### config.mk
export PLATFORM = sky130hd
export DESIGN_NAME = pip_edge_mul
export DESIGN_NICKNAME = d
export VERILOG_FILES = /design/src/rtl/pip_pkg.sv /design/src/rtl/pip_edge_mul.sv
export SDC_FILE = /design/constraint.sdc
export NUM_CORES = 2
export LEC_CHECK = 0
export ABC_CLOCK_PERIOD_IN_PS = 8100
export BUFFER_PORTS_ARGS = -buffer_cell sky130_fd_sc_hd__buf_4
export CORE_UTILIZATION = 40
export CTS_CLUSTER_SIZE = 24
export DETAILED_ROUTE_END_ITERATION = 6
export GPL_ROUTABILITY_DRIVEN = 0
export PLACE_DENSITY = 0.69
export SLEW_MARGIN = 30
export SYNTH_ARGS = -nofsm -noshare
export SYNTH_HDL_FRONTEND = slang
export SYNTH_SLANG_ARGS = --single-unit
### constraint.sdc
create_clock -name clk -period 8.1 [get_ports clk]
set_input_delay 1.62 -clock clk [delete_from_list [all_inputs] [get_ports clk]]
set_output_delay 1.62 -clock clk [all_outputs]
set_load 0.005 [all_outputs]
### src/rtl/pip_pkg.sv
// Shared types and constants for the point-in-polygon crossing test.
// Used by pip_front, pip_edge_mul, pip_accum and point_in_polygon_crossing.
package pip_pkg;

  // Result channel payload width: three flags padded to one byte
  localparam int OUT_DATA_W = 8;

  // Vertex counter codes (saturating two-bit count)
  localparam logic [1:0] CNT_NONE = 2'd0;
  localparam logic [1:0] CNT_ONE  = 2'd1;
  localparam logic [1:0] CNT_FULL = 2'd3;

  // Per-request control carried down the pipe
  typedef struct packed {
    logic first;   // request opens a polygon
    logic last;    // request closes a polygon, a result follows
    logic degen;   // fewer than three vertices seen so far
  } pip_ctrl_t;

  // Per-edge flags that need no product
  typedef struct packed {
    logic in_box;    // query inside the edge's closed bounding box
    logic straddle;  // edge crosses the query's horizontal line
    logic h_pos;     // edge height (by - ay) is positive
  } pip_eflag_t;

endpackage

### src/rtl/pip_edge_mul.sv
// Product stage for one edge: the two cross products of the edge test.
// Uses pip_pkg for the edge flag type.
module pip_edge_mul #(
  parameter int COORD_BITS = 24
) (
  input  logic                            clk,
  input  logic                            en,
  input  logic signed [COORD_BITS:0]      dxa,
  input  logic signed [COORD_BITS:0]      dyb,
  input  logic signed [COORD_BITS:0]      dya,
  input  logic signed [COORD_BITS:0]      dxb,
  input  pip_pkg::pip_eflag_t             flag,
  output logic signed [2*COORD_BITS+1:0]  lp_r,
  output logic signed [2*COORD_BITS+1:0]  rp_r,
  output pip_pkg::pip_eflag_t             flag_r
);
  import pip_pkg::*;

  logic signed [2*COORD_BITS+1:0] lp_nxt;
  logic signed [2*COORD_BITS+1:0] rp_nxt;

  // (px-ax)*(by-ay) and (py-ay)*(bx-ax)
  assign lp_nxt = dxa * dyb;
  assign rp_nxt = dya * dxb;

  always_ff @(posedge clk) begin
    if (en) begin
      lp_r   <= lp_nxt;
      rp_r   <= rp_nxt;
      flag_r <= flag;
    end
  end

endmodule

# ---- Yosys cells after proc, flatten, opt, wreduce, memory -nomap -nowiden
# Index checks and enable logic that the tools add are counted.
dict set report classes {
  n_mul 2
}
# op n
set op_table {}
lappend op_table {{$mul A25 B25 Y50} 2}
dict set report word_totals {
  regBits 103
  inputBits 105
  output_inout_bits 103
  elab_cells 7
}

# ---- Depth between registers and ports, before layout
dict set report depth {
  word_depth 1
  mapped_depth 30
  depth_no_buf 27
}

# ---- Worst setup path before layout
# OpenSTA, ideal clock, no wires.
dict set report synth_timing {
  kind {input to register}
  from {input dyb[4]}
  to {register lp_r[46] (data pin)}
  setup_time_ns 0.274
  arrival_ns 8.281
  t_required_ns 7.826
  path_slack_ns -0.456
  path_stages 29
  path_buffers 2
  path_cell_list {clkbuf_1 > clkbuf_1 > nand2_1 > fa_1 > inv_1 > fa_1 > inv_1 > fa_1 > inv_1 > fa_1 > inv_1 > fa_1 > inv_1 > fa_1 > inv_1 > fa_1 > inv_1 > ha_1 > a21o_1 > nand2_1 > nand2_1 > a21o_1 > or4_1 > a21oi_1 > o21a_1 > o31ai_1 > a311oi_2 > mux2i_1 > o2111ai_1}
}
dict set report synth_between {
  elab_chain_cells 1
}
# element line_no
set synth_rtl {}
lappend synth_rtl {{from (decl)} pip_edge_mul.sv:9} ;# input logic signed [COORD_BITS:0] dyb,
lappend synth_rtl {{$mul A25 B25 Y50} pip_edge_mul.sv:23} ;# assign lp_nxt = dxa * dyb;
lappend synth_rtl {{via lp_nxt[46]} pip_edge_mul.sv:19} ;# logic signed [2*COORD_BITS+1:0] lp_nxt;
lappend synth_rtl {{to (signal assigned)} pip_edge_mul.sv:28} ;# lp_r <= lp_nxt;
lappend synth_rtl {{to (decl)} pip_edge_mul.sv:13} ;# output logic signed [2*COORD_BITS+1:0] lp_r,
# The timed path passes the listed nets, and every way through them passes these cells.
# A chain may end at the register's enable or synchronous reset.

# ---- Worst setup path in the final report
dict set report layout_timing {
  from {input dxa[9]}
  to {register lp_r[43] (data pin)}
}
dict set report layout_between {
  elab_chain_cells 1
}
# element line_no
set layout_rtl {}
lappend layout_rtl {{from (decl)} pip_edge_mul.sv:8} ;# input logic signed [COORD_BITS:0] dxa,
lappend layout_rtl {{$mul A25 B25 Y50} pip_edge_mul.sv:23}
lappend layout_rtl {{via lp_nxt[43]} pip_edge_mul.sv:19}
# The timed path passes the listed nets, and every way through them passes these cells.

==> results.sh <==
export IMPL_fp_dieW_um=350
export IMPL_clk_path_buf_depth=2
export IMPL_grt_pass1_vias=38300
export IMPL_relSlewSlack_pct=38.3
export IMPL_die_area_um2=122000
export IMPL_hold_class="primary input to flip-flop"
export IMPL_synth_cell_types=60
export IMPL_clock_fmax_mhz=124
export IMPL_critPathLaunch="dxa[9]"
export IMPL_diodes=0
export IMPL_via_per_inst=4.84
export IMPL_clock_sinks=103
export IMPL_min_period_ns=8.05
export IMPL_fillers=11000
export IMPL_coreArea_um2=120000
export IMPL_root_buffer="clkbuf_16"
export IMPL_setup_violations=0
export IMPL_arrival_ns=8.22
export IMPL_routed_via_count=34600
export IMPL_grt_pass1_wl_um=204000
export IMPL_outcome="finished, final reports clean"
export IMPL_route_detailed_drc=0
export IMPL_critPathMaxFanout=7
export IMPL_rsz0062_at_grt="yes"
export IMPL_report_final_slew_viol_count=0
export IMPL_fin_nets=7232
export IMPL_slowest_delay_ns=0.64
export IMPL_grt_start_max_net_pins=61
export IMPL_port_buffer_count=207
export IMPL_async_reset_ff_share_pct=0
export IMPL_syn_area_per_cell_um2=9.69
export IMPL_ys_ff_latch=103
export IMPL_drv_cap=0
export IMPL_drt_first_pass_iters=5
export IMPL_overflow=0
export IMPL_min_from="flag[1]"
export IMPL_yosysSeqAreaShare_pct=6.39
export IMPL_syn_inst=5001
export IMPL_instances_no_fill=7146
export IMPL_drtIter0Drc=1651
export IMPL_rows=127
export IMPL_hold_slack_ns=1.36
export IMPL_dpl_cell_count=7078
export IMPL_cp_end_kind="flip-flop"
export IMPL_grt_antenna_before_repair=5
export IMPL_setup_ws_ns=0.0472
export IMPL_die_h_um=350
export IMPL_htree_levels=3
export IMPL_synth_nets=6704
export IMPL_ant_nets=0
export IMPL_cp_top_family="adder cells"
export IMPL_numCtsBuffers=9
export IMPL_crit_type="primary input to flip-flop"
export IMPL_synth_yosys_warnings=0
export IMPL_crit_required_ns=8.27
export IMPL_drive_gt1_share_pct=16.5
export IMPL_cp_buffers_inverters=6
export IMPL_post_route_period_util_pct=99.4
export IMPL_synth_edf_count=103
export IMPL_path_common_cell="fa_1"
export IMPL_cts_hold_buf=0
export IMPL_totalWireLength_um=123000
export IMPL_synthFlopType="edfxtp_1"
export IMPL_gr_usage_all_layers_pct=21.0
export IMPL_cts_tree="yes"
export IMPL_worstMarginPinSlew_ns=0.925
export IMPL_io_pins=208
export IMPL_place_hpwl_um=109000
export IMPL_clkTransAtPathRegs_ns=0.09
export IMPL_start_util_pct=40.4
export IMPL_place_ws_ns=-0.828
export IMPL_hold_viol=0
export IMPL_wl_per_cell_um=17.2
export IMPL_critPathLaunchType="primary input"
export IMPL_crit_slowest_cell="fa_1"
export IMPL_syn_area_um2=48400
export IMPL_syn2layout_area_growth_pct=17.7
==> sequential cells by signal, summed over array words and instances (netlist names) <==
register and flops:
lp_r 50, rp_r 50, flag_r 3
==> per-layer routing <==
| layer | part of all wire (%) | vias up | track usage (%) |
|---|---|---|---|
| met4 | 2.3 | 8 | 4.96 |
| met1 | 42 | 18000 | 29.1 |
| met5 | 0.036 | - | 0 |
| met2 | 49 | 1017 | 34.8 |
| met3 | 6.7 | 144 | 3.04 |
| li1 | - | 15400 | - |
==> cell usage after synthesis, types with 4 or more instances <==
cell      count  area (µm²)
clkbuf_1    218         818
inv_1      1271        4770
fa_1       1316       26300
o21ai_1      12        60.1
a21o_1       52         390
nor4_1        6        37.5
a21oi_1      89         445
and2_1      613        3830
o21a_1       10        75.1
xor2_1       25         219
o31ai_1       4        30.0
o211ai_1      8        60.1
nor2_1       71         267
nand3_1      12        60.1
xnor2_1      88         771
o21ai_0      37         185
ha_1        282        3530
nor3_1        8        40.0
nand4_1      11        68.8
nand2b_1     20         125
a31oi_1       9        56.3
a211oi_1      4        30.0
nor2b_1      16         100
o21bai_1     16         120
nand2_1     642        2410
edfxtp_1    103        3090
and3_1       10        62.6
a221oi_1      5        43.8
==> kinds of logic (layout without fill, tap and decap cells) <==
| family | Yosys count | count (layout) | share of synthesized area (%) |
|---|---|---|---|
| buf+inv | 1492 | 2025 | 11.6 |
| mux | 1 | 1 | 0.0207 |
| xor+xnor | 113 | 113 | 2.04 |
| flops | 103 | 103 | 6.39 |
| fa+ha+maj | 1598 | 1598 | 61.7 |
| simple gates | 1415 | 1415 | 14.6 |
| compound gates | 279 | 279 | 3.75 |
==> metrics by stage <==
step	setup TNS [ns]	instance area [µm²]	utilization, %
2_1_floorplan	-0.0192	48600	-
6_report	0	57000	47.5
4_1_cts	-0.0134	55700	46.5
3_5_place_dp	-15.70	55200	46.0
5_1_grt	-0.496	57000	47.5
3_3_place_gp	-13.62	55200	46.0
==> worst paths after layout <==
kind         to  depth (start not counted)
min   flag_r[1]                          1
max    lp_r[43]                         25
==> placed cells by master, fill, tap and decap left out, types with 36 or more instances in the layout <==
master and count:
buf_12 38, a21oi_1 74, ha_1 264, edfxtp_1 103
and2_1 592, buf_4 644, nor2_1 65, fa_1 1282
nand2_1 636, inv_1 1251, xnor2_1 87, buf_6 36
a21o_1 52
==> repair_timing <==
item	CTS	global route
setup endpoints to repair	18	26
cloned	0	8
setup buffers	9	37
pin swaps	13	136
resized for setup	24	208
==> cell type report <==
cell class                      instances  area [µm²]  share of cell area [%]
Multi-Input combinational cell       3406       40400                    70.9
Clock inverter                          7        91.3                   0.160
Inverter                             1272        4770                    8.38
Clock buffer                            9         225                   0.395
Sequential cell                       103        3090                    5.43
Timing Repair Buffer                  737        6370                    11.2
Tap cell                             1612        2020                    3.54
Power is not shown: default switching activity piles up to over one toggle a cycle in this logic, so the estimate is an artifact.
