===== src/rtl/pip_pkg.sv =====
// Shared types and constants for the point-in-polygon crossing test.
// Used by pip_front, pip_edge_mul, pip_accum and point_in_polygon_crossing.
package pip_pkg;

  // Result channel payload width: three flags padded to one byte
  localparam int OUT_DATA_W = 8;

  // Vertex counter codes (saturating two-bit count)
  localparam logic [1:0] CNT_NONE = 2'd0;
  localparam logic [1:0] CNT_ONE  = 2'd1;
  localparam logic [1:0] CNT_FULL = 2'd3;

  // Per-request control carried down the pipe
  typedef struct packed {
    logic first;   // request opens a polygon
    logic last;    // request closes a polygon, a result follows
    logic degen;   // fewer than three vertices seen so far
  } pip_ctrl_t;

  // Per-edge flags that need no product
  typedef struct packed {
    logic in_box;    // query inside the edge's closed bounding box
    logic straddle;  // edge crosses the query's horizontal line
    logic h_pos;     // edge height (by - ay) is positive
  } pip_eflag_t;

endpackage


===== src/rtl/pip_accum.sv =====
// Decision stage: boundary and crossing decisions for both edges, even-odd
// parity and boundary hit accumulation, and the result register. Uses pip_pkg.
module pip_accum #(
  parameter int COORD_BITS = 24
) (
  input  logic                            clk,
  input  logic                            rst_n,
  input  logic                            en,
  input  logic                            v2,
  input  pip_pkg::pip_ctrl_t              ctrl2,
  input  logic signed [2*COORD_BITS+1:0]  e1_lp,
  input  logic signed [2*COORD_BITS+1:0]  e1_rp,
  input  pip_pkg::pip_eflag_t             e1_flag,
  input  logic signed [2*COORD_BITS+1:0]  e2_lp,
  input  logic signed [2*COORD_BITS+1:0]  e2_rp,
  input  pip_pkg::pip_eflag_t             e2_flag,
  output logic                            out_valid_r,
  output logic [pip_pkg::OUT_DATA_W-1:0]  out_data_r
);
  import pip_pkg::*;

  logic parity_r, hit_r;
  logic bnd1, crs1, bnd2, crs2;
  logic use1, use2;
  logic par_nxt, hit_nxt;
  logic [OUT_DATA_W-1:0] data_nxt;

  // Per-edge decisions: on boundary wins over a crossing
  always_comb begin
    bnd1 = e1_flag.in_box && (e1_lp == e1_rp);
    crs1 = !bnd1 && e1_flag.straddle &&
           (e1_flag.h_pos ? (e1_rp >= e1_lp) : (e1_rp <= e1_lp));
    bnd2 = e2_flag.in_box && (e2_lp == e2_rp);
    crs2 = !bnd2 && e2_flag.straddle &&
           (e2_flag.h_pos ? (e2_rp >= e2_lp) : (e2_rp <= e2_lp));
    use1 = !ctrl2.first;
    use2 = ctrl2.last && !ctrl2.degen;
  end

  // Accumulate and form the result
  always_comb begin
    par_nxt = (ctrl2.first ? 1'b0 : parity_r) ^ (use1 && crs1) ^ (use2 && crs2);
    hit_nxt = (ctrl2.first ? 1'b0 : hit_r) | (use1 && bnd1) | (use2 && bnd2);
    data_nxt = '0;
    if (ctrl2.degen) begin
      data_nxt[2] = 1'b1;
    end else begin
      data_nxt[0] = hit_nxt || par_nxt;
      data_nxt[1] = hit_nxt;
    end
  end

  always_ff @(posedge clk) begin
    if (!rst_n) begin
      out_valid_r <= 1'b0;
      parity_r    <= 1'b0;
      hit_r       <= 1'b0;
    end else if (en) begin
      out_valid_r <= v2 && ctrl2.last;
      if (v2) begin
        parity_r <= par_nxt;
        hit_r    <= hit_nxt;
      end
    end
  end

  always_ff @(posedge clk) begin
    if (en && v2 && ctrl2.last) begin
      out_data_r <= data_nxt;
    end
  end

endmodule


===== config.mk =====
export PLATFORM = sky130hd
export DESIGN_NAME = pip_accum
export DESIGN_NICKNAME = d
export VERILOG_FILES = /design/src/rtl/pip_pkg.sv /design/src/rtl/pip_accum.sv
export SDC_FILE = /design/constraint.sdc
export NUM_CORES = 1
export LEC_CHECK = 0
export BUFFER_PORTS_ARGS = -buffer_cell sky130_fd_sc_hd__clkbuf_2
export CELL_PAD_IN_SITES_DETAIL_PLACEMENT = 0
export CELL_PAD_IN_SITES_GLOBAL_PLACEMENT = 1
export CORE_UTILIZATION = 27
export DETAILED_ROUTE_END_ITERATION = 12
export PLACE_DENSITY_LB_ADDON = 0.1
export REMOVE_ABC_BUFFERS = 1
export SKIP_LAST_GASP = 1
export SYNTH_ARGS = -nofsm -noshare
export SYNTH_HDL_FRONTEND = slang
export SYNTH_SLANG_ARGS = --single-unit

===== constraint.sdc =====
create_clock -name clk -period 3.65 [get_ports clk]
set_input_delay 0.73 -clock clk [delete_from_list [all_inputs] [get_ports clk]]
set_output_delay 0.73 -clock clk [all_outputs]
set_load 0.01 [all_outputs]

# Yosys cells after proc, flatten, opt, wreduce, memory -nomap -nowiden
# Cells that the tools add are included.
[totals] regBits=6 out_inout_bits=9 elab_cells=40
[classes] magnitude_cmp=4 n_eq_ne=2 mux=5 bitwise_logic=4 reduce_logical=20
[ops] operator="$eq 50x50->1" count=2
[ops] operator="$ge 50x50->1" count=2
[ops] operator="$le 50x50->1" count=2
[ops] operator="$logic_and 1x1->1" count=14
[ops] operator="$mux 1" count=5
[ops] operator="$logic_not 1->1" count=4
[ops] operator="$or 1x1->1" count=2
[ops] operator="$reduce_and 2->1" count=1
[ops] operator="$xor 1x1->1" count=2
[ops] operator="$logic_or 1x1->1" count=1

# Logic depth before layout (Yosys ltp)
# Gate-level depths: netlist of run 1.
[logic_depth] ltp_word=9 depth_mapped=12

# Worst setup path before layout of run 1
# No wires, ideal clock.
[synth_timing] kind="input to register" from="input e1_lp[49]" to="register out_data_r[0] (netlist name), data pin" setup_ns=0.264 arrival_time_ns=2.674 setup_slack_ns=0.711 cell_stages=11 path_buffers=0 cell_sequence="inv_1 > ha_1 > nand4_2 > nor4_4 > nand3_1 > nor2_2 > and4b_1 > nor3_2 > mux2i_1 > xnor2_1 > a21oi_1"
[synth_via] elab_chain_cells=9 word_cells_on_any_way=15 classes_between="order compare (2); eq/ne (1); mux (1); bitwise (4); reduce/logical (7)"
[synth_rtl] item="from (decl)" line_no="pip_accum.sv:11" rtl="input logic signed [2*COORD_BITS+1:0] e1_lp,"
[synth_rtl] item="parallel branches: the longest is 8 deep, another holds $le 50x50->1"
[synth_rtl] item="$logic_or 1x1->1 *" line_no="pip_accum.sv:48" rtl="data_nxt[0] = hit_nxt || par_nxt;"
[synth_rtl] item="to (signal assigned)" line_no="pip_accum.sv:69" rtl="out_data_r <= data_nxt;"
[synth_rtl] item="to (decl)" line_no="pip_accum.sv:18" rtl="output logic [pip_pkg::OUT_DATA_W-1:0] out_data_r"
# Every way passes the cells marked *.
# A chain may end at the register's enable or synchronous reset.

# Final worst setup path of run 1
[layout_timing] from="input e2_lp[3]" to="register out_data_r[0] (netlist name), data pin"
[layout_via] elab_chain_cells=8 word_cells_on_any_way=13 classes_between="order compare (2); eq/ne (1); mux (1); bitwise (2); reduce/logical (7)"
[layout_rtl] item="from (decl)" line_no="pip_accum.sv:14" rtl="input logic signed [2*COORD_BITS+1:0] e2_lp,"
[layout_rtl] item="parallel branches: the longest is 7 deep, another holds $le 50x50->1"
[layout_rtl] item="$logic_or 1x1->1 *" line_no="pip_accum.sv:48"
# Marks and branches as above.

==> results of run 1 <==
## metrics by stage
stage,util,area (sq um),setup WS (ps)
floorplan,-,2902,711.3
global placement,0.3987,4153,425.7
detailed placement,0.3987,4153,408.5
CTS,0.4030,4198,640.6
global route,0.4030,4198,427.3
finish,0.4030,4198,665.5
## logic make-up (layout without fill, tap and decap cells)
logic type	after synthesis	after routing	synth area share
compound gates	84	84	0.1814
xor+xnor	4	4	0.01198
other cells	1	5	0.001282
buf+inv	109	324	0.1463
fa+ha+maj	100	100	0.4279
flops	6	6	0.05135
mux	1	1	0.003423
simple gates	96	96	0.1763
## per-layer routing
layer,global-route usage,part of all wire,up-vias
met5,0,0,-
met4,0.05159,0.026,0
met3,0.03679,0.081,14
met2,0.2502,0.46,124
met1,0.1656,0.43,1356
li1,-,-,1823
## how the worst min path moves through the flow
stage          endpoint  slack (ps)
3_3_place_gp      hit_r         510
2_1_floorplan     hit_r         470
6_report          hit_r         500
5_1_grt           hit_r         520
3_5_place_dp      hit_r         500
4_1_cts           hit_r         510
## where the power goes
group	total, mW	internal, mW	switching, mW
combinational	0.382	0.202	0.180
clock	0.104	0.0751	0.0292
sequential	0.0759	0.0746	0.00130
## synthesized netlist by cell type, drive strengths merged (2+ instances only)
| library cell | number | area share |
|---|---|---|
| xnor2 | 4 | 0.012 |
| nand4 | 16 | 0.036 |
| nand2 | 29 | 0.037 |
| a221oi | 6 | 0.020 |
| nand3 | 14 | 0.026 |
| a211oi | 3 | 0.0077 |
| inv | 104 | 0.13 |
| buf | 5 | 0.013 |
| a21o | 10 | 0.026 |
| nor2b | 2 | 0.0043 |
| a21boi | 2 | 0.0051 |
| dfxtp | 3 | 0.021 |
| ha | 100 | 0.43 |
| edfxtp | 3 | 0.031 |
| a21oi | 39 | 0.068 |
| o211ai | 3 | 0.0094 |
| o21ai | 14 | 0.024 |
| nor3 | 8 | 0.015 |
| and4 | 6 | 0.018 |
| and3 | 2 | 0.0043 |
| nor2 | 15 | 0.020 |
## sequential cells by signal, summed over array words and instances (netlist names)
name         flops
hit_r            1
out_data_r       3
out_valid_r      1
parity_r         1
## area by class of cell
cell class,instances,area share
sequential,6,0.03577
inverter,104,0.09300
tap,136,0.04054
timing repair buffer,216,0.2575
multi-input combinational,290,0.5624
clock buffer,4,0.01073
## worst reg2reg max path, cell delays in order (launching register included)
cell     delay [ps]
dfxtp_1         300
a21oi_1         110
nor2_1           60
a41oi_1         250
a21oi_1         120
==> run_results.csv, run 1 <==
group,metric,value,unit
cts,cts_setup_buffers,0,
floorplanning,fp-row-count,37,
worst_setup_path,crit_end,"out_data_r[0]",
final_layout,multi_input_area,2361,sq um
worst_setup_path,path_max_fanout,2,
synthesis,ys_seq_area_frac,0.05135,
routing,ant_nets,0,
global_route,grt_pass1_wl,13070,microns
worst_setup_path,startpoint_type,"input pin",
min_path,hp-class,"flop to flop",
worst_setup_path,cp_num_buf_inv,2,
global_route,first_global_vias,3235,
placement,port-buffer-count,216,
worst_setup_path,crit_chain,"clkbuf_2, inv_1, ha_1, a21o_1, a21o_1, a2111oi_0, o21ai_1, a21oi_1, o211ai_1, xnor2_1, o211ai_2, xnor2_1, a21oi_1",
cts,insertion_delay,220,ps
timing,finalMaxSlewViolations,0,
synthesis,synth_seq_cells,6,
timing,setup_violations,0,
synthesis,syn_area_per_cell,7.292,sq um
pwr,p_leak,2.716,nW
cts,postCtsHoldBufs,0,
worst_setup_path,crit_path_end_kind,"flop",
routing,route.detailed.drc,0,
final_layout,fillers,1171,
worst_setup_path,cp_slowest_cell,"a2111oi_0",
worst_setup_path,r2r-start,"hit_r",
pwr,total_power,0.5618,mW
timing,hold_ws,500.0,ps
global_route,gr-total-overflow,0,
final_layout,final_common_cell,"clkbuf_2",
timing,finalCritPeriodShare,0.8177,
placement,gp_congestion,0.7573,
final_layout,area.growth.synth_to_final,43.56,%
cts,cts_resized,0,
synthesis,syn_inst,401,
routing,num_vias,3317,
cts,clock_sinks,6,
cts,cts_buffers,3,
pwr,power.density,133.8,nW/um^2
floorplanning,die_h,106.1,microns
synthesis,synth_ff_type,"edfxtp_1",
timing,final-hold-violation-count,0,
placement,hpwl,7737,microns
worst_setup_path,r2r_end,"out_data_r[0]",
routing,routed_wl,7917,microns
final_layout,seq_area,150.1,sq um
cts,cts_tree,"yes",
global_route,antenna_found_initial,0,
timing,min_period,2984,ps
worst_setup_path,cp_slowest_stage_delay,400,ps
final_layout,final_cell_mix,"216 x clkbuf_2, 104 x inv_1, 100 x ha_1",
worst_setup_path,r2r_cells,4,
synthesis,synth_edf_count,3,
routing,via_per_inst,4.388,
worst_setup_path,rrSetupSlack,2540,ps
synthesis,synthDistinctLibCells,42,
cts,cts_max_path_buffers,2,
min_path,worstHoldStart,"hit_r",
cts,htreeDepth,1,
worst_setup_path,critPathKind,"input pin to flop",
cts,path_clk_slew,40,ps
routing,drt_iter0_drc,60,
final_layout,drive_above_1_share,0.3661,
synthesis,synth.cell_area,2924,sq um
final_layout,fin_cells,756,
worst_setup_path,cp_num_cells,13,
final_layout,diodes,0,
global_route,grt_max_degree,6,
cts,cts-root-buf,"clkbuf_8",
floorplanning,boundaryPins,222,
pwr,ir_drop,0.07888,mV
run_status,status,"complete, no violations",
synthesis,synth_warnings,0,
timing,tns,0,ps
worst_setup_path,critical_path.top_delay_family,"compound AO/OA/AOI/OAI gates",
global_route,track_usage,0.1424,
timing,finalClockSkew,2.957,ps
routing,dr.pass1.iters,4,
floorplanning,core_area,10420,sq um
worst_setup_path,startpoint,"e2_lp[3]",
routing,wl_per_cell,10.47,microns
timing,max_freq,335.1,MHz
min_path,hold_depth,1,
final_layout,final_nets,934,
placement,place_inst,752,
run,cap_viol_max_count,0,
floorplanning,chipWidth,106.1,microns
floorplanning,start_util,0.2807,
worst_setup_path,required,3610,ps
synthesis,synthArstFlopShare,0,
timing,rsz0062_at_grt,"no",
floorplanning,dieArea,11250,sq um
worst_setup_path,arrival,2950,ps
(Power assumes the default switching activity.)
==> inputs of run 2 (changes only) <==
CORE_UTILIZATION = 24   (was 27)
clock period = 2.4 ns   (was 3.65 ns; I/O delays follow)
==> run 2 against run 1 <==
The run now ends with setup timing left. Total power grew 94%. Highest routed layer unchanged. Global-route usage shrank 1.5 points. Combinational power grew 83%. Die area grew 12%. Final cell count grew 6.0%. Setup slack lost 890 ps. Critical endpoint unchanged. Sequential power grew 53%.
==> run_results.csv, run 2 (synthesis gave the netlist of run 1 again) <==
group,metric,value,unit
global_route,grt_pass1_wl,13390,microns
min_path,hold_depth,1,
cts,cts_buffers,3,
final_layout,area.growth.synth_to_final,63.54,%
cts,path_clk_slew,30,ps
global_route,track_usage,0.1275,
worst_setup_path,cp_slowest_cell,"nor4_4",
routing,via_per_inst,4.370,
timing,hold_ws,482.5,ps
final_layout,drive_above_1_share,0.4483,
final_layout,top_register,"out_data_r",
worst_setup_path,r2r-start,"parity_r",
worst_setup_path,startpoint_type,"input pin",
worst_setup_path,path_max_fanout,3,
worst_setup_path,critPathKind,"input pin to flop",
run_status,violations,"setup timing",
global_route,grt_max_degree,5,
timing,finalMaxSlewViolations,0,
floorplanning,start_util,0.2507,
routing,routed_wl,8425,microns
timing,fin_ws,-221.5,ps
pwr,power.density,227.6,nW/um^2
worst_setup_path,cpMostUsedCell,"buf_6",
routing,dr.pass1.iters,4,
cts,htreeDepth,1,
routing,route.detailed.drc,0,
worst_setup_path,required,2370,ps
timing,min_period,2622,ps
cts,cts-root-buf,"clkbuf_16",
worst_setup_path,arrival,2590,ps
global_route,first_global_vias,3332,
worst_setup_path,rrSetupSlack,1300,ps
timing,finalCritPeriodShare,1.092,
routing,drt_iter0_drc,59,
worst_setup_path,cp_slowest_stage_delay,350,ps
pwr,p_leak,2.949,nW
global_route,gr-total-overflow,0,
final_layout,diodes,0,
cts,insertion_delay,230,ps
min_path,holdPathEnd,"out_data_r[2]",
placement,pre_cts_slack,-597.4,ps
timing,setup_violations,2,
floorplanning,core_area,11660,sq um
floorplanning,die_h,112.4,microns
floorplanning,fp-row-count,39,
routing,num_vias,3500,
pwr,ir_drop,0.1838,mV
final_layout,final_util,0.4100,
timing,rsz0062_at_grt,"yes",
worst_setup_path,crit_chain,"clkbuf_2, ha_4, buf_6, nand4_1, nor4_4, nand3_2, nor2_4, buf_6, o31ai_2, nor3_2, mux2i_1, xnor2_1, a21oi_1",
placement,gp_congestion,0.7237,
floorplanning,dieArea,12630,sq um
worst_setup_path,r2r_end,"out_data_r[0]",
final_layout,final_cell_mix,"214 x clkbuf_2, 102 x inv_1, 88 x ha_1",
floorplanning,boundaryPins,222,
cts,cts_tree,"yes",
placement,hpwl,7932,microns
cts,cts_max_path_buffers,2,
final_layout,fillers,1249,
global_route,antenna_found_initial,0,
min_path,worstHoldStart,"ctrl2[0]",
final_layout,final_common_cell,"clkbuf_2",
timing,finalClockSkew,1.305,ps
placement,port-buffer-count,216,
floorplanning,chipWidth,112.4,microns
min_path,hp-class,"input pin to flop",
final_layout,largest_reg_flops,3,
timing,max_freq,381.5,MHz
worst_setup_path,r2r_cells,4,
cts,clock_sinks,6,
timing,final-hold-violation-count,0,
run_status,status,"complete, but fails checks",
final_layout,final_nets,972,
routing,ant_nets,0,
run,cap_viol_max_count,0,
worst_setup_path,crit_path_end_kind,"flop",
routing,wl_per_cell,10.52,microns
-- run 2: cell count changes in the layout (fill, tap and decap cells not counted), sizes merged --
cell and change:
buf +40, clkbuf -2
-- run 2: layout make-up --
cell class | instances | area (sq um) | share of cell area
Timing Repair Buffer | 254 | 1390 | 0.2907
Inverter | 104 | 390.4 | 0.08163
Clock buffer | 4 | 78.83 | 0.01648
Tap cell | 143 | 178.9 | 0.03742
Sequential cell | 6 | 150.1 | 0.03140
Multi-Input combinational cell | 290 | 2594 | 0.5424
-- run 2: metal layers --
metal	track usage	wire, microns	up-vias
met5	0	0	-
met4	0.01067	36	0
met3	0.03132	562	4
met2	0.2385	4211	116
met1	0.1517	3615	1480
li1	-	-	1900
-- run 2: worst max-delay path by stage --
stage	from	to	slack, ps	cells past startpoint
after floorplan	e1_lp[49]	out_data_r[0]	-290	11
after CTS	e1_lp[24]	out_data_r[0]	-260	13
after global routing	e1_rp[37]	out_data_r[0]	-390	13
after detailed placement	e1_lp[28]	out_data_r[0]	-600	13
after global placement	e1_lp[28]	out_data_r[0]	-550	13
final	e1_rp[37]	out_data_r[0]	-220	13
-- run 2: timing repair --
item / 4_1_cts / 5_1_grt
setup buffers: 0 / 1
resized for setup: 18 / 24
pin swaps: 27 / 24
hold buffers: 0 / 0
endpoints found under the setup margin: 2 / 2
-- run 2: critical path: cells and delay by family --
kind	cells	cell delay, ps
muxes	1	240
and+or+nand+nor	5	980
AOI/OAI and AO/OA	2	140
buffers and inverters	3	310
adders and majority gates	1	270
xor gates and xnor gates	1	160
-- run 2: metrics by stage --
step | std cells | cell area (sq um) | total power, mW | TNS [ps]
after CTS | 800 | 4646 | 1.079 | -466.7
after global placement | 796 | 4439 | 0.7581 | -1144
after detailed placement | 796 | 4439 | 0.7638 | -1198
after floorplan | 400 | 2902 | 0.4496 | -437.9
after global routing | 801 | 4782 | 1.205 | -776.4
final | 801 | 4782 | 1.088 | -399.1
-- run 2: report_power, final --
group | total [mW] | switching, mW | internal (mW)
clock network | 0.274 | 0.0536 | 0.220
logic | 0.699 | 0.310 | 0.389
registers | 0.116 | 0.00207 | 0.113
total | 1.09 | 0.366 | 0.723
