[config.mk]
export PLATFORM = sky130hd
export DESIGN_NAME = pip_front
export DESIGN_NICKNAME = d
export VERILOG_FILES = /design/src/rtl/pip_pkg.sv /design/src/rtl/pip_front.sv
export SDC_FILE = /design/constraint.sdc
export NUM_CORES = 1
export LEC_CHECK = 0
export ABC_AREA = 0
export BUFFER_PORTS_ARGS = -buffer_cell sky130_fd_sc_hd__buf_2
export CAP_MARGIN = 10
export CORE_MARGIN = 2
export CORE_UTILIZATION = 34
export CTS_BUF_LIST = sky130_fd_sc_hd__clkbuf_2
export CTS_CLUSTER_DIAMETER = 50
export CTS_CLUSTER_SIZE = 12
export DETAILED_ROUTE_END_ITERATION = 10
export PLACE_DENSITY = 0.48
export SLEW_MARGIN = 30
export SYNTH_ARGS = -nofsm -noshare
export SYNTH_HDL_FRONTEND = slang
export SYNTH_SLANG_ARGS = --single-unit
[constraint.sdc]
create_clock -name clk -period 4.7 [get_ports clk]
set_input_delay 1.175 -clock clk [delete_from_list [all_inputs] [get_ports clk]]
set_output_delay 1.175 -clock clk [all_outputs]
set_load 0.01 [all_outputs]
[src/rtl/pip_pkg.sv]
// Shared types and constants for the point-in-polygon crossing test.
// Used by pip_front, pip_edge_mul, pip_accum and point_in_polygon_crossing.
package pip_pkg;

  // Result channel payload width: three flags padded to one byte
  localparam int OUT_DATA_W = 8;

  // Vertex counter codes (saturating two-bit count)
  localparam logic [1:0] CNT_NONE = 2'd0;
  localparam logic [1:0] CNT_ONE  = 2'd1;
  localparam logic [1:0] CNT_FULL = 2'd3;

  // Per-request control carried down the pipe
  typedef struct packed {
    logic first;   // request opens a polygon
    logic last;    // request closes a polygon, a result follows
    logic degen;   // fewer than three vertices seen so far
  } pip_ctrl_t;

  // Per-edge flags that need no product
  typedef struct packed {
    logic in_box;    // query inside the edge's closed bounding box
    logic straddle;  // edge crosses the query's horizontal line
    logic h_pos;     // edge height (by - ay) is positive
  } pip_eflag_t;

endpackage

[src/rtl/pip_front.sv]
// Front stage: polygon state (start, previous vertex, query, count) and
// edge operand capture for the open edge and the closing edge. Uses pip_pkg.
module pip_front #(
  parameter int COORD_BITS = 24
) (
  input  logic                          clk,
  input  logic                          rst_n,
  input  logic                          en,
  input  logic                          accept,
  input  logic signed [COORD_BITS-1:0]  query_x,
  input  logic signed [COORD_BITS-1:0]  query_y,
  input  logic signed [COORD_BITS-1:0]  vertex_x,
  input  logic signed [COORD_BITS-1:0]  vertex_y,
  input  logic                          first_vertex,
  input  logic                          last_vertex,
  output logic                          v1_r,
  output pip_pkg::pip_ctrl_t            ctrl1_r,
  output logic signed [COORD_BITS:0]    e1_dxa_r,
  output logic signed [COORD_BITS:0]    e1_dyb_r,
  output logic signed [COORD_BITS:0]    e1_dya_r,
  output logic signed [COORD_BITS:0]    e1_dxb_r,
  output pip_pkg::pip_eflag_t           e1_flag_r,
  output logic signed [COORD_BITS:0]    e2_dxa_r,
  output logic signed [COORD_BITS:0]    e2_dyb_r,
  output logic signed [COORD_BITS:0]    e2_dya_r,
  output logic signed [COORD_BITS:0]    e2_dxb_r,
  output pip_pkg::pip_eflag_t           e2_flag_r
);
  import pip_pkg::*;

  logic signed [COORD_BITS-1:0] start_x_r, start_y_r, prev_x_r, prev_y_r;
  logic signed [COORD_BITS-1:0] held_qx_r, held_qy_r;
  logic [1:0]                   count_r;

  logic                         first_eff;
  logic [1:0]                   cnt_nxt;
  logic [1:0]                   count_nxt;
  pip_ctrl_t                    ctrl_nxt;

  // Vertex count and effective first mark
  always_comb begin
    first_eff = first_vertex || (count_r == CNT_NONE);
    if (first_eff) begin
      cnt_nxt = CNT_ONE;
    end else if (count_r == CNT_FULL) begin
      cnt_nxt = CNT_FULL;
    end else begin
      cnt_nxt = count_r + 2'd1;
    end
    count_nxt      = last_vertex ? CNT_NONE : cnt_nxt;
    ctrl_nxt.first = first_eff;
    ctrl_nxt.last  = last_vertex;
    ctrl_nxt.degen = (cnt_nxt != CNT_FULL);
  end

  // Edge tests share the held query: edges exist only after a first vertex
  function automatic logic signed [COORD_BITS:0] sdiff(
    input logic signed [COORD_BITS-1:0] a,
    input logic signed [COORD_BITS-1:0] b
  );
    logic signed [COORD_BITS:0] ax;
    logic signed [COORD_BITS:0] bx;
    ax = {a[COORD_BITS-1], a};
    bx = {b[COORD_BITS-1], b};
    return ax - bx;
  endfunction

  function automatic pip_eflag_t eflags(
    input logic signed [COORD_BITS-1:0] px,
    input logic signed [COORD_BITS-1:0] py,
    input logic signed [COORD_BITS-1:0] ax,
    input logic signed [COORD_BITS-1:0] ay,
    input logic signed [COORD_BITS-1:0] bx,
    input logic signed [COORD_BITS-1:0] by
  );
    pip_eflag_t f;
    logic       in_x;
    logic       in_y;
    in_x       = ((px >= ax) && (px <= bx)) || ((px >= bx) && (px <= ax));
    in_y       = ((py >= ay) && (py <= by)) || ((py >= by) && (py <= ay));
    f.in_box   = in_x && in_y;
    f.straddle = (ay > py) != (by > py);
    f.h_pos    = by > ay;
    return f;
  endfunction

  // Control registers of the stage
  always_ff @(posedge clk) begin
    if (!rst_n) begin
      v1_r    <= 1'b0;
      count_r <= CNT_NONE;
    end else begin
      if (en) begin
        v1_r <= accept;
      end
      if (accept) begin
        count_r <= count_nxt;
      end
    end
  end

  // Polygon state and edge operands
  always_ff @(posedge clk) begin
    if (accept) begin
      ctrl1_r   <= ctrl_nxt;
      // open edge: previous vertex to this vertex
      e1_dxa_r  <= sdiff(held_qx_r, prev_x_r);
      e1_dyb_r  <= sdiff(vertex_y, prev_y_r);
      e1_dya_r  <= sdiff(held_qy_r, prev_y_r);
      e1_dxb_r  <= sdiff(vertex_x, prev_x_r);
      e1_flag_r <= eflags(held_qx_r, held_qy_r, prev_x_r, prev_y_r, vertex_x, vertex_y);
      // closing edge: this vertex back to the start vertex
      e2_dxa_r  <= sdiff(held_qx_r, vertex_x);
      e2_dyb_r  <= sdiff(start_y_r, vertex_y);
      e2_dya_r  <= sdiff(held_qy_r, vertex_y);
      e2_dxb_r  <= sdiff(start_x_r, vertex_x);
      e2_flag_r <= eflags(held_qx_r, held_qy_r, vertex_x, vertex_y, start_x_r, start_y_r);
      prev_x_r  <= vertex_x;
      prev_y_r  <= vertex_y;
      if (first_eff) begin
        start_x_r <= vertex_x;
        start_y_r <= vertex_y;
        held_qx_r <= query_x;
        held_qy_r <= query_y;
      end
    end
  end

endmodule

# After elaboration in Yosys (flattened, before gate mapping)
# Cells that the tools add are included.
# op_classes
addsub	9
n_lt_le_gt_ge	17
n_eq_ne	4
muxes	3
n_reduce_logical	17
# ops
cell	n
subtractor 24 x 24 -> 25 bit	8
greater-or-equal comparator 24 bit	6
<= comparator 24 bit	6
> comparator 24 bit	5
logical AND 1 bit	10
two-way mux 2 bit	3
logical OR 1 bit	5
adder 2 x 1 -> 2 bit (second input constant)	1
equality test 2 bit (second input constant)	1
logical NOT 2 bit	1
inequality test 1 bit	2
inequality test 2 bit (second input constant)	1
AND reduction 2 bit	1
# totals
regBits	356
in_bits	102
out_inout_bits	210
elab_cells	75

# Logic depth before layout (Yosys ltp)
# Gate-level depths: netlist of run 1.
# depth
ltp_word	4
depth_mapped	12
depth_no_buf	12

# Worst setup path after synthesis of run 1
# OpenSTA, ideal clock, no wires.
# synth_timing
path_kind	input-to-reg
startpoint	in first_vertex
endpoint	reg held_qx_r[0], enable pin
setup_time_ns	0.466
arrival_time_ns	3.563
required_time_ns	4.234
setup_slack_ns	0.671
cell_stages	2
path_buffers	0
path_cell_list	o21bai_1 > and2_1
# synth_via
elab_chain_len	2
# synth_rtl
item	line_no	text
start: declaration	pip_front.sv:14	input logic first_vertex,
logical OR 1 bit	pip_front.sv:42	first_eff = first_vertex || (count_r == CNT_NONE);
AND reduction 2 bit (no source line)	--	
end signal: assignment	pip_front.sv:123	held_qx_r <= query_x;
end: declaration	pip_front.sv:32	logic signed [COORD_BITS-1:0] held_qx_r, held_qy_r;
# Every way passes these cells.
# A chain may end at the register's enable or synchronous reset.

# Worst setup path after layout of run 1
# layout_timing
startpoint	reg prev_x_r[0]
endpoint	reg e1_dxa_r[22] (data pin)
# layout_via
elab_chain_len	1
# layout_rtl
item	line_no	text
start: declaration	pip_front.sv:31	logic signed [COORD_BITS-1:0] start_x_r, start_y_r, prev_x_r, prev_y_r;
start signal: assignment	pip_front.sv:118	prev_x_r <= vertex_x;
subtractor 24 x 24 -> 25 bit	pip_front.sv:65	return ax - bx;
end signal: assignment	pip_front.sv:107	e1_dxa_r <= sdiff(held_qx_r, prev_x_r);
end: declaration	pip_front.sv:18	output logic signed [COORD_BITS:0] e1_dxa_r,
# Every way passes these cells.

==> reports/results.tsv, run 1 <==
stage	metric	value	unit
sta	fin_skew	157	ps
pwr	p_int	0.00571	W
sta	finalSetupViolCount	0	
pwr	vdd_ir_drop_max	0.171	mV
detailed_routing	drt_first_pass_iters	5	
sta	rsz0062_at_grt	no	
setup_path	start_kind	flop	
grt	overflow	0	
pwr	pwr-share-clk	24.5	%
layout	multi_input_area	10200	um^2
logic_synthesis	ys_top_cells_by_count	353 x edfxtp_1, 242 x ha_1, 213 x inv_1	
setup_path	cp_common_cell	a21oi_1	
logic_synthesis	synth_top_cell_by_area	edfxtp_1	
outcome	status	complete, no violations	
cts	post_cts_resized	0	
layout	syn_to_final_growth	16.0	%
place	dp_hpwl	49.5	mm
cts	clock_path_buffers	3	
floorplan	coreArea	63100	um^2
floorplan	io-pin-count	312	
setup_path	worstSetupEndpointType	flop	
layout	nFillCells	6248	
logic_synthesis	ys_ff_latch	356	
logic_synthesis	syn_avg_cell_area	11.2	um^2
logic_synthesis	synth_area	21700	um^2
detailed_routing	drc	0	
detailed_routing	drt-initial-drc-count	974	
pwr	power_leakage	11.1	nW
setup_path	critical_path_arrival	4460	ps
setup_path	critPathMaxFanout	4	
layout	final-seq-area	10700	um^2
sta	min_period	3580	ps
detailed_routing	vias_per_cell	5.03	
sta	timing.slew.headroom	43.5	%
detailed_routing	ant_nets	0	
floorplan	die_h	256	um
cts	clkSinkCount	356	
logic_synthesis	synthTopCellsByArea	edfxtp_1 49%, ha_1 14%, xnor2_1 4.7%, inv_1 3.7%, a21oi_1 3.5%	
logic_synthesis	synth_edf_count	353	
logic_synthesis	yosys_warnings	0	
setup_path	reg2reg_to	e1_dxa_r[22]$_DFFE_PP_	
setup_path	path_cells	ha_1 > fa_1 > nand2b_1 > a21oi_1 > a21oi_1 > o311ai_0 > o211ai_1 > o21a_1 > o21bai_1 > a21oi_1 > xnor2_1	
place	place.gp.congestion	0.856	
logic_synthesis	netlist.area_leader.share	48.9	%
detailed_routing	vias	16108	
sta	finalSetupTns	0	ps
cts	cts_made_buffers	59	
setup_path	cpPeakStageDelay	630	ps
logic_synthesis	synth-main-ff-cell	edfxtp_1	
setup_path	reg2reg_slack	1120	ps
worst_hold_path	hold_path.class	input pin to flop	
sta	hold_ws	202	ps
floorplan	initial_core_util	34.4	%
logic_synthesis	synthCells	1928	
cts	clk-insertion-delay-late	1150	ps
logic_synthesis	ys_seq_area_share	49.2	%
cts	h-tree-depth	2	
grt	grt.total_usage	18.7	%
setup_path	required	5570	ps
pwr	combPwrFrac	28.0	%
setup_path	endpoint	e1_dxa_r[22]$_DFFE_PP_	
logic_synthesis	yosys.cell_types.count	69	
grt	antenna_found_initial	3	
detailed_routing	wl_per_cell	19.6	um
setup_path	reg2reg_from	prev_x_r[0]$_DFFE_PP_	
detailed_routing	wl	62.7	mm
cts	postCtsHoldBufs	0	
job	drv_cap	0	
grt	grt_pass1_vias	16502	
logic_synthesis	yosysMostFrequentCell	edfxtp_1	
grt	grt_max_degree	113	
setup_path	cpMaxStageDelayCell	o311ai_0	
setup_path	crit_path_start	prev_x_r[0]$_DFFE_PP_	
sta	fmax	0.279	GHz
grt	grt_pass1_wl	94.3	mm
pwr	powerDensity	348	nW/um^2
layout	drive_gt1_share	19.3	%
pwr	power_switching_share	34.7	%
sta	tightest_slew	847	ps
logic_synthesis	synthArstFlopShare	0	%
cts	cts_tree	built	
sta	fin_ws	1120	ps
layout	nets	2653	
pwr	p_switching	0.00303	W
cts	cts_root_buf	clkbuf_2	
logic_synthesis	syn_nets	2280	
pwr	seqPwrFrac	47.6	%
sta	hold_viol_final	0	
setup_path	reg2reg_depth	11	
place	port_buffers	311	
floorplan	row_count	92	
cts	post_cts_buffers	0	
sta	finalCritPeriodShare	76.3	%
place	pre_cts_ws	296	ps
setup_path	crit_type	flop to flop	
floorplan	die-area	65800	um^2
sta	slew_violations	0	
cts	path_clk_slew	200	ps
floorplan	die-width	256	um
## layout by cell type (no fill, tap or decap), types with 12 or more instances in the layout
master / Yosys / layout
a211oi_1: 12 / 12
a21o_1: 87 / 87
a21oi_1: 152 / 152
a31oi_1: 20 / 20
and3_1: 25 / 25
buf_2: 0 / 310
clkbuf_2: 0 / 68
edfxtp_1: 353 / 353
ha_1: 242 / 242
inv_1: 213 / 213
inv_6: 0 / 13
nand2_1: 74 / 74
nand2b_1: 30 / 30
nand3_1: 36 / 36
nand4_1: 30 / 30
nor2_1: 99 / 99
nor2b_1: 39 / 39
nor3_1: 30 / 30
o21a_1: 37 / 37
o21ai_0: 81 / 81
o21bai_1: 20 / 20
or3_1: 15 / 15
xnor2_1: 117 / 117
xor2_1: 42 / 42
## worst min-delay path by stage
stage | start | end | slack, ps | cells past startpoint
after global routing | query_x[18] | held_qx_r[18]$_DFFE_PP_ | 40 | 1
final | query_y[4] | held_qy_r[4]$_DFFE_PP_ | 200 | 1
after floorplan | count_r[1]$_SDFFE_PN0P_ | ctrl1_r[0]$_DFFE_PP_ | 470 | 1
after global placement | count_r[1]$_SDFFE_PN0P_ | ctrl1_r[0]$_DFFE_PP_ | 490 | 1
after detailed placement | count_r[1]$_SDFFE_PN0P_ | ctrl1_r[0]$_DFFE_PP_ | 490 | 1
after CTS | query_y[4] | held_qy_r[4]$_DFFE_PP_ | 6 | 1
## power groups by stage
stage	logic [W]	clock network, W	registers, W
CTS	0.00247	0.00226	0.00417
global placement	0.00243	0	0.00424
floorplan	0.00141	0	0.00432
finish	0.00245	0.00214	0.00416
global route	0.00271	0.00238	0.00420
detailed placement	0.00244	0	0.00424
## flip-flops by register name (all words and copies together), names as in the netlist, 25 cells and up
name / cells
e2_dxa_r: 25
e2_dyb_r: 25
e1_dxb_r: 25
e2_dxb_r: 25
e2_dya_r: 25
e1_dxa_r: 25
e1_dya_r: 25
e1_dyb_r: 25
## final cells by class
class                   count  area share (%)
flip-flops and latches    356            42.4
multi-input cells        1347            40.4
repair buffers            324            6.72
well taps                 846            4.21
inverters                 213            3.18
clock inverters            42            1.63
clock buffers              68            1.35
diodes                      4          0.0398
## metrics by stage
| step | instances | util (%) | instance area, um^2 | power [W] |
|---|---|---|---|---|
| final | 3200 | 39.8 | 25100 | 0.00874 |
| after global routing | 3199 | 39.8 | 25100 | 0.00929 |
| after CTS | 3196 | 39.8 | 25100 | 0.00890 |
| after detailed placement | 3086 | 38.6 | 24400 | 0.00668 |
| after global placement | 3086 | 38.6 | 24400 | 0.00668 |
| after floorplan | 1928 | - | 21700 | 0.00574 |
## routing by layer
| layer | track usage [%] | wire length [um] |
|---|---|---|
| met5 | 0 | 0 |
| met2 | 33.3 | 31100 |
| met1 | 22.7 | 26500 |
| met4 | 6.33 | 1950 |
| met3 | 3.24 | 3120 |
## cells by family (layout without fill, tap and decap cells)
group	after synthesis	in the layout	share of synthesized area [%]
AND/OR/NAND/NOR	420	420	9.95
AO/OA/AOI/OAI	512	512	15.5
multiplexers	6	6	0.283
flip-flops	356	356	49.2
adder cells (fa/ha/maj)	250	250	14.7
other	0	4	0
buffers and inverters	225	647	3.90
XOR/XNOR	159	159	6.43
## critical path, delay by kind of cell, from the launching register on
family	cells	cell delay (ps)
AOI/OAI and AO/OA	7	2000
adders and majority gates	2	660
DFF	1	470
and+or+nand+nor	1	170
xor gates and xnor gates	1	130
No activity file was read; power rests on OpenSTA's default activity.
==> inputs of run 2 (changes only) <==
--- a/config.mk
+++ b/config.mk
@@ -5,7 +5,7 @@
 export SDC_FILE = /design/constraint.sdc
 export NUM_CORES = 1
 export LEC_CHECK = 0
-export ABC_AREA = 0
+export ABC_AREA = 1
 export BUFFER_PORTS_ARGS = -buffer_cell sky130_fd_sc_hd__buf_2
 export CAP_MARGIN = 10
 export CORE_MARGIN = 2
@@ -14,7 +14,7 @@
 export CTS_CLUSTER_DIAMETER = 50
 export CTS_CLUSTER_SIZE = 12
 export DETAILED_ROUTE_END_ITERATION = 10
-export PLACE_DENSITY = 0.48
+export PLACE_DENSITY = 0.5
 export SLEW_MARGIN = 30
 export SYNTH_ARGS = -nofsm -noshare
 export SYNTH_HDL_FRONTEND = slang
==> constraint.sdc (replaced) <==
create_clock -name clk -period 2.9 [get_ports clk]
set_input_delay 0.725 -clock clk [delete_from_list [all_inputs] [get_ports clk]]
set_output_delay 0.725 -clock clk [all_outputs]
set_load 0.01 [all_outputs]
==> run 2 against run 1 <==
Cell count increased by 30%; sequential cell count unchanged; first-iteration DRC count increased by 12%; critical endpoint is now e1_dxa_r[18]$_DFFE_PP_; critical path type unchanged.
==> reports/results.tsv, run 2 <==
stage	metric	value	unit	change
outcome	status	complete, no violations		
pwr	seqPwrFrac	44.6	%	-3.0 points
cts	post_cts_buffers	0		unchanged
logic_synthesis	syn_avg_cell_area	9.00	um^2	-20%
grt	overflow	0		unchanged
pwr	combPwrFrac	32.4	%	+4.4 points
detailed_routing	ant_nets	0		unchanged
grt	grt_pass1_vias	20850		+26%
sta	timing.slew.headroom	54.6	%	+11 points
sta	finalSetupViolCount	0		unchanged
logic_synthesis	netlist.area_leader.share	45.4	%	-3.5 points
detailed_routing	wl_per_cell	18.7	um	-4.4%
floorplan	die-area	70700	um^2	+7.5%
grt	grt.total_usage	21.7	%	+3.0 points
pwr	vdd_ir_drop_max	0.254	mV	+48%
cts	cts_root_buf	clkbuf_2		
detailed_routing	vias	19920		+24%
detailed_routing	drt_first_pass_iters	6		+1
sta	fin_ws	214	ps	-902 ps
logic_synthesis	synth_area	23300	um^2	+7.7%
layout	drive_gt1_share	18.8	%	-0.49 points
logic_synthesis	yosys.cell_types.count	42		-39%
sta	tightest_slew	681	ps	-166 ps
job	drv_cap	0		unchanged
place	place.gp.congestion	0.935		+9.2%
place	dp_hpwl	63.9	mm	+29%
sta	fmax	0.372	GHz	+33%
layout	final-seq-area	10700	um^2	unchanged
layout	final_common_cell	nand2_1		
layout	nets	3579		+35%
grt	use_met2	40.9	%	+7.5 points
setup_path	start_kind	flop		
setup_path	cpPeakStageDelay	500	ps	-130 ps
floorplan	row_count	96		+4.3%
logic_synthesis	synth_edf_count	353		unchanged
detailed_routing	vias_per_cell	4.80		-4.7%
sta	hold_viol_final	0		unchanged
layout	final_cell_mix	617 x nand2_1, 420 x inv_1, 353 x edfxtp_1		
floorplan	io-pin-count	312		unchanged
floorplan	initial_core_util	34.2	%	-0.16 points
grt	grt_pass1_wl	115	mm	+22%
sta	finalCritPeriodShare	92.6	%	+16 points
setup_path	critPathMaxFanout	3		-1
setup_path	path_delay_family	adder cells		
detailed_routing	drc	0		unchanged
grt	use_met3	3.00	%	-0.24 points
cts	path_clk_slew	200	ps	about the same
place	pre_cts_ws	-15.6	ps	-312 ps
logic_synthesis	syn_nets	2943		+29%
cts	h-tree-depth	2		unchanged
cts	clk-insertion-delay-late	1150	ps	about the same
logic_synthesis	synth-main-ff-cell	edfxtp_1		
layout	stdcell_count	4154		+30%
grt	use_met1	24.4	%	+1.7 points
grt	grt_max_degree	101		-11%
sta	rsz0062_at_grt	no		
setup_path	critical_path_arrival	3520	ps	-940 ps
layout	syn_to_final_growth	24.8	%	
sta	slew_violations	0		unchanged
logic_synthesis	ys_seq_area_share	45.7	%	-3.5 points
setup_path	worstSetupEndpointType	flop		
pwr	power_leakage	14.0	nW	+27%
pwr	powerDensity	522	nW/um^2	+50%
cts	cts_tree	built		
layout	fin_area	29100	um^2	+16%
floorplan	die-width	266	um	+3.7%
logic_synthesis	yosysMostFrequentCell	nand2_1		
place	dpl_cell_area	27300	um^2	+12%
setup_path	cp_common_cell	nand2_1		
logic_synthesis	synthCells	2591		+34%
detailed_routing	drt-initial-drc-count	1091		+12%
pwr	pwr-share-clk	23.0	%	-1.5 points
cts	clock_path_buffers	3		unchanged
sta	fin_skew	84.5	ps	-72.0 ps
logic_synthesis	ys_ff_latch	356		unchanged
logic_synthesis	synthArstFlopShare	0	%	unchanged
layout	nFillCells	6911		+11%
setup_path	path_cells	ha_1 > fa_1 > inv_1 > nand3_1 > nand2_1 > nand2_1 > nand2_1 > a21oi_2 > o21ai_1 > buf_4 > a21oi_1 > xor2_1		
pwr	p_switching	0.00561	W	+85%
pwr	p_int	0.00959	W	+68%
logic_synthesis	yosys_warnings	0		unchanged
sta	min_period	2690	ps	-898 ps
grt	grt_busiest_layer	met2		
cts	clkSinkCount	356		unchanged
setup_path	required	3740	ps	-1830 ps
worst_hold_path	hold_path.class	input pin to flop		
place	dp_cells	3947		+28%
floorplan	coreArea	68200	um^2	+8.2%
grt	antenna_found_initial	3		unchanged
setup_path	cp_num_buf_inv	2		+2
logic_synthesis	ys_top_cells_by_count	617 x nand2_1, 420 x inv_1, 353 x edfxtp_1		
place	port_buffers	311		unchanged
logic_synthesis	synthTopCellsByArea	edfxtp_1 45%, ha_1 13%, nand2_1 9.9%, inv_1 6.8%, xor2_1 4.4%		
setup_path	cpMaxStageDelayCell	edfxtp_1		
detailed_routing	wl	77.9	mm	+24%
logic_synthesis	synth_top_cell_by_area	edfxtp_1		
setup_path	crit_type	flop to flop		
pwr	power_switching_share	36.9	%	+2.3 points
floorplan	die_h	266	um	+3.7%
cts	cts_made_buffers	55		-6.8%
sta	finalSetupTns	0	ps	unchanged
sta	hold_ws	265	ps	+62.4 ps
layout	multi_input_area	11100	um^2	+8.7%
## run 2: cell count changes after synthesis, moves of 56 or more
cell | previous run | this run
nand2_1 | 74 | 617
inv_1 | 213 | 420
nor2_1 | 99 | 193
xor2_1 | 42 | 118
a21o_1 | 87 | 29
nand3_1 | 36 | 94
xnor2_1 | 117 | 61
## run 2: final timing paths
kind                           startpoint                     end  slack (ps)  depth (start not counted)
hold reg to reg   count_r[0]$_SDFFE_PN0P_    ctrl1_r[0]$_DFFE_PP_         650                          2
setup / recovery    prev_x_r[0]$_DFFE_PP_  e1_dxa_r[18]$_DFFE_PP_         210                         12
hold / removal                 query_x[6]  held_qx_r[6]$_DFFE_PP_         260                          2
setup reg to reg    prev_x_r[0]$_DFFE_PP_  e1_dxa_r[18]$_DFFE_PP_         210                         12
## run 2: layout make-up
class,count,share of cell area (%)
multi-input cells,1807,38.0
flip-flops and latches,356,36.6
repair buffers,587,13.7
inverters,420,5.41
well taps,882,3.79
clock inverters,43,1.53
clock buffers,56,0.963
diodes,3,0.0258
## run 2: power by group through the flow
stage	Combinational, W	Sequential (W)	Clock (W)
floorplan	0.00250	0.00705	0
global placement	0.00484	0.00691	0
detailed placement	0.00483	0.00691	0
CTS	0.00498	0.00679	0.00367
global route	0.00544	0.00684	0.00384
finish	0.00493	0.00678	0.00350
## run 2: logic make-up (layout without fill, tap and decap cells)
| kind of cell | count (synthesis) | in the layout | synth area share, % |
|---|---|---|---|
| other cells | 0 | 3 | 0 |
| fa+ha+maj | 250 | 250 | 13.7 |
| flops | 356 | 356 | 45.7 |
| buf+inv | 428 | 1106 | 6.94 |
| xor+xnor | 179 | 179 | 6.72 |
| simple gates | 994 | 994 | 17.4 |
| compound gates | 384 | 384 | 9.56 |
## run 2: what timing repair did
item | in CTS | in global routing
hold buffers | 105 | 0
hold endpoints to repair | 175 | 0
endpoints found under the setup margin | 0 | 0
resized for setup | 0 | 0
## run 2: worst reg2reg max path, stage by stage, from the launching register on
cell and delay, ps:
edfxtp_1 500, ha_1 290, fa_1 410, inv_1 80, nand3_1 60, nand2_1 130, nand2_1 70, nand2_1 200
a21oi_2 110, o21ai_1 130, buf_4 150, a21oi_1 80, xor2_1 150
## run 2: metal layers
layer  wire length (um)  part of all wire [%]
met1              31500                    40
met5                  0                     0
met4               3200                   4.1
met2              40000                    51
met3               3190                   4.1
## run 2: stage by stage
step / util, % / total power (W)
final: 42.7 / 0.0152
after global routing: 42.7 / 0.0161
after CTS: 42.7 / 0.0154
after detailed placement: 40.1 / 0.0117
after global placement: 40.1 / 0.0118
after floorplan: - / 0.00955
==> inputs of run 3 (changes only) <==
--- a/config.mk
+++ b/config.mk
@@ -14,7 +14,7 @@
 export CTS_CLUSTER_DIAMETER = 50
 export CTS_CLUSTER_SIZE = 12
 export DETAILED_ROUTE_END_ITERATION = 10
-export PLACE_DENSITY = 0.5
+export PLACE_DENSITY = 0.48
 export SLEW_MARGIN = 30
 export SYNTH_ARGS = -nofsm -noshare
 export SYNTH_HDL_FRONTEND = slang
==> constraint.sdc (replaced) <==
create_clock -name clk -period 3.3 [get_ports clk]
set_input_delay 0.825 -clock clk [delete_from_list [all_inputs] [get_ports clk]]
set_output_delay 0.825 -clock clk [all_outputs]
set_load 0.01 [all_outputs]
==> run 3 against run 2 <==
Critical path depth shrank 3; setup slack better by 240 ps; global-route usage about the same; utilization decreased by 1.4 points; via count fell by 1.4%; cell count fell by 3.1%; first-iteration DRC count down 12%; final area down 3.3%; combinational power shrank 17%; sequential share of layout area increased by 1.2 points; clock skew up 43 ps.
==> reports/results.tsv, run 3 (same netlist as run 2, synthesis figures left out) <==
stage	metric	value	unit	change
outcome	status	complete, no violations		
setup_path	required	4100	ps	+360 ps
sta	fmax	0.351	GHz	-5.7%
cts	clkSinkCount	356		unchanged
layout	fin_area	28200	um^2	-3.3%
layout	final_cell_mix	617 x nand2_1, 420 x inv_1, 353 x edfxtp_1		
cts	cts_tree	built		
pwr	powerDensity	476	nW/um^2	-8.8%
sta	fin_ws	452	ps	+239 ps
setup_path	reg2reg_from	start_x_r[9]$_DFFE_PP_		
sta	finalCritPeriodShare	86.3	%	-6.3 points
floorplan	coreArea	68200	um^2	unchanged
detailed_routing	ant_nets	0		unchanged
sta	timing.slew.headroom	48.2	%	-6.4 points
sta	hold_viol_final	0		unchanged
floorplan	initial_core_util	34.2	%	unchanged
layout	nets	3448		-3.7%
place	place.gp.congestion	1.07		+14%
detailed_routing	vias	19649		-1.4%
cts	clock_path_buffers	3		unchanged
detailed_routing	highest-signal-layer	met5		
floorplan	row_count	96		unchanged
detailed_routing	wl_met1	31.3	mm	-0.44%
place	pre_cts_ws	89.9	ps	+105 ps
cts	cts_root_buf	clkbuf_2		
detailed_routing	wl_per_cell	19.3	um	+3.2%
cts	post_cts_buffers	0		unchanged
floorplan	die-width	266	um	unchanged
grt	grt_max_degree	115		+14%
sta	fin_skew	127	ps	+42.8 ps
worst_hold_path	min_from	query_y[12]		
grt	grt_pass1_vias	20497		-1.7%
floorplan	die_h	266	um	unchanged
detailed_routing	drt_first_pass_iters	6		unchanged
setup_path	critical_path_arrival	3650	ps	+130 ps
layout	nFillCells	6946		+0.51%
detailed_routing	vias_per_cell	4.88		+1.8%
place	dpl_cell_area	26300	um^2	-3.8%
pwr	power_leakage	13.4	nW	-4.3%
layout	final_common_cell	nand2_1		
cts	clk-insertion-delay-late	1150	ps	about the same
layout	fin_util	41.3	%	-1.4 points
sta	rsz0062_at_grt	no		
sta	min_period	2850	ps	+161 ps
layout	drive_gt1_share	15.7	%	-3.1 points
layout	multi_input_area	11100	um^2	unchanged
pwr	vdd_ir_drop_max	0.234	mV	-7.9%
floorplan	die-area	70700	um^2	unchanged
job	drv_cap	0		unchanged
detailed_routing	drt-initial-drc-count	958		-12%
grt	overflow	0		unchanged
setup_path	worstSetupEndpointType	flop		
setup_path	crit_path_start	start_x_r[9]$_DFFE_PP_		
sta	tightest_slew	777	ps	+96.3 ps
place	dp_hpwl	63.0	mm	-1.5%
place	port_buffers	311		unchanged
detailed_routing	wl	77.9	mm	about the same
detailed_routing	drc	0		unchanged
setup_path	start_kind	flop		
grt	antenna_found_initial	2		-1
cts	cts_made_buffers	58		+5.5%
grt	grt.total_usage	21.6	%	-0.031 points
detailed_routing	met3_length	3.15	mm	-1.3%
grt	grt_pass1_wl	116	mm	+0.40%
detailed_routing	wl_met2	40.5	mm	+1.1%
floorplan	io-pin-count	312		unchanged
sta	finalSetupTns	0	ps	unchanged
cts	path_clk_slew	220	ps	+20 ps
setup_path	crit_type	flop to flop		
sta	slew_violations	0		unchanged
setup_path	critPathMaxFanout	7		+4
sta	finalSetupViolCount	0		unchanged
cts	h-tree-depth	2		unchanged
layout	final-seq-area	10700	um^2	unchanged
layout	syn_to_final_growth	20.7	%	
worst_hold_path	hold_path.class	input pin to flop		
[run 3: changes by cell type in the layout (fill, tap and decap cells not counted)]
cell	delta
buf_4	-129
clkbuf_2	+8
clkinv_1	-4
inv_8	+4
buf_12	-3
inv_2	-3
dlygate4sd3_1	-2
bufinv_16	+1
clkinv_2	-1
clkinv_4	+1
clkinvlp_4	-1
diode_2	-1
inv_6	+1
[run 3: critical path: stages (launching register included)]
cell and delay [ps]:
edfxtp_1 470, ha_1 450, nand2_1 150, nor2_1 150, inv_1 130, nor3_1 550
nand3b_1 200, nand3_1 180, a21oi_1 90, xnor2_1 130
[run 3: area by class of cell]
class	count	share of cell area, %
well taps	882	3.92
clock buffers	64	1.14
repair buffers	453	10.4
diodes	2	0.0178
multi-input cells	1807	39.3
clock inverters	41	1.77
inverters	420	5.60
flip-flops and latches	356	37.9
[run 3: final timing paths]
kind	to	slack (ps)	cells after the start
max reg2reg	e2_dxb_r[20]$_DFFE_PP_	450	9
min	held_qy_r[12]$_DFFE_PP_	350	2
min reg2reg	count_r[1]$_SDFFE_PN0P_	490	2
max	e2_dxb_r[20]$_DFFE_PP_	450	9
[run 3: layer usage]
layer,vias up,global-route usage (%)
met3,151,3.20
met2,469,40.9
li1,9722,-
met5,-,0
met1,9305,24.3
met4,2,8.21
[run 3: per-stage QoR]
stage / hold slack (ps) / total power, W / std cells
2_1_floorplan: 441 / 0.00839 / 2591
3_3_place_gp: 451 / 0.0101 / 3815
3_5_place_dp: 471 / 0.0101 / 3815
4_1_cts: 169 / 0.0136 / 4023
5_1_grt: 184 / 0.0142 / 4025
6_report: 347 / 0.0134 / 4025
[run 3: timing repair]
item / CTS / global route
resized for setup: 0 / 0
hold buffers: 103 / 0
endpoints found under the hold margin: 166 / 0
[run 3: where the power goes]
group	leakage, nW	internal (W)	switching, W
Combinational	9.47	0.00149	0.00261
Sequential	3.47	0.00571	0.000243
Clock	0.492	0.00121	0.00215
Total	13.4	0.00841	0.00500
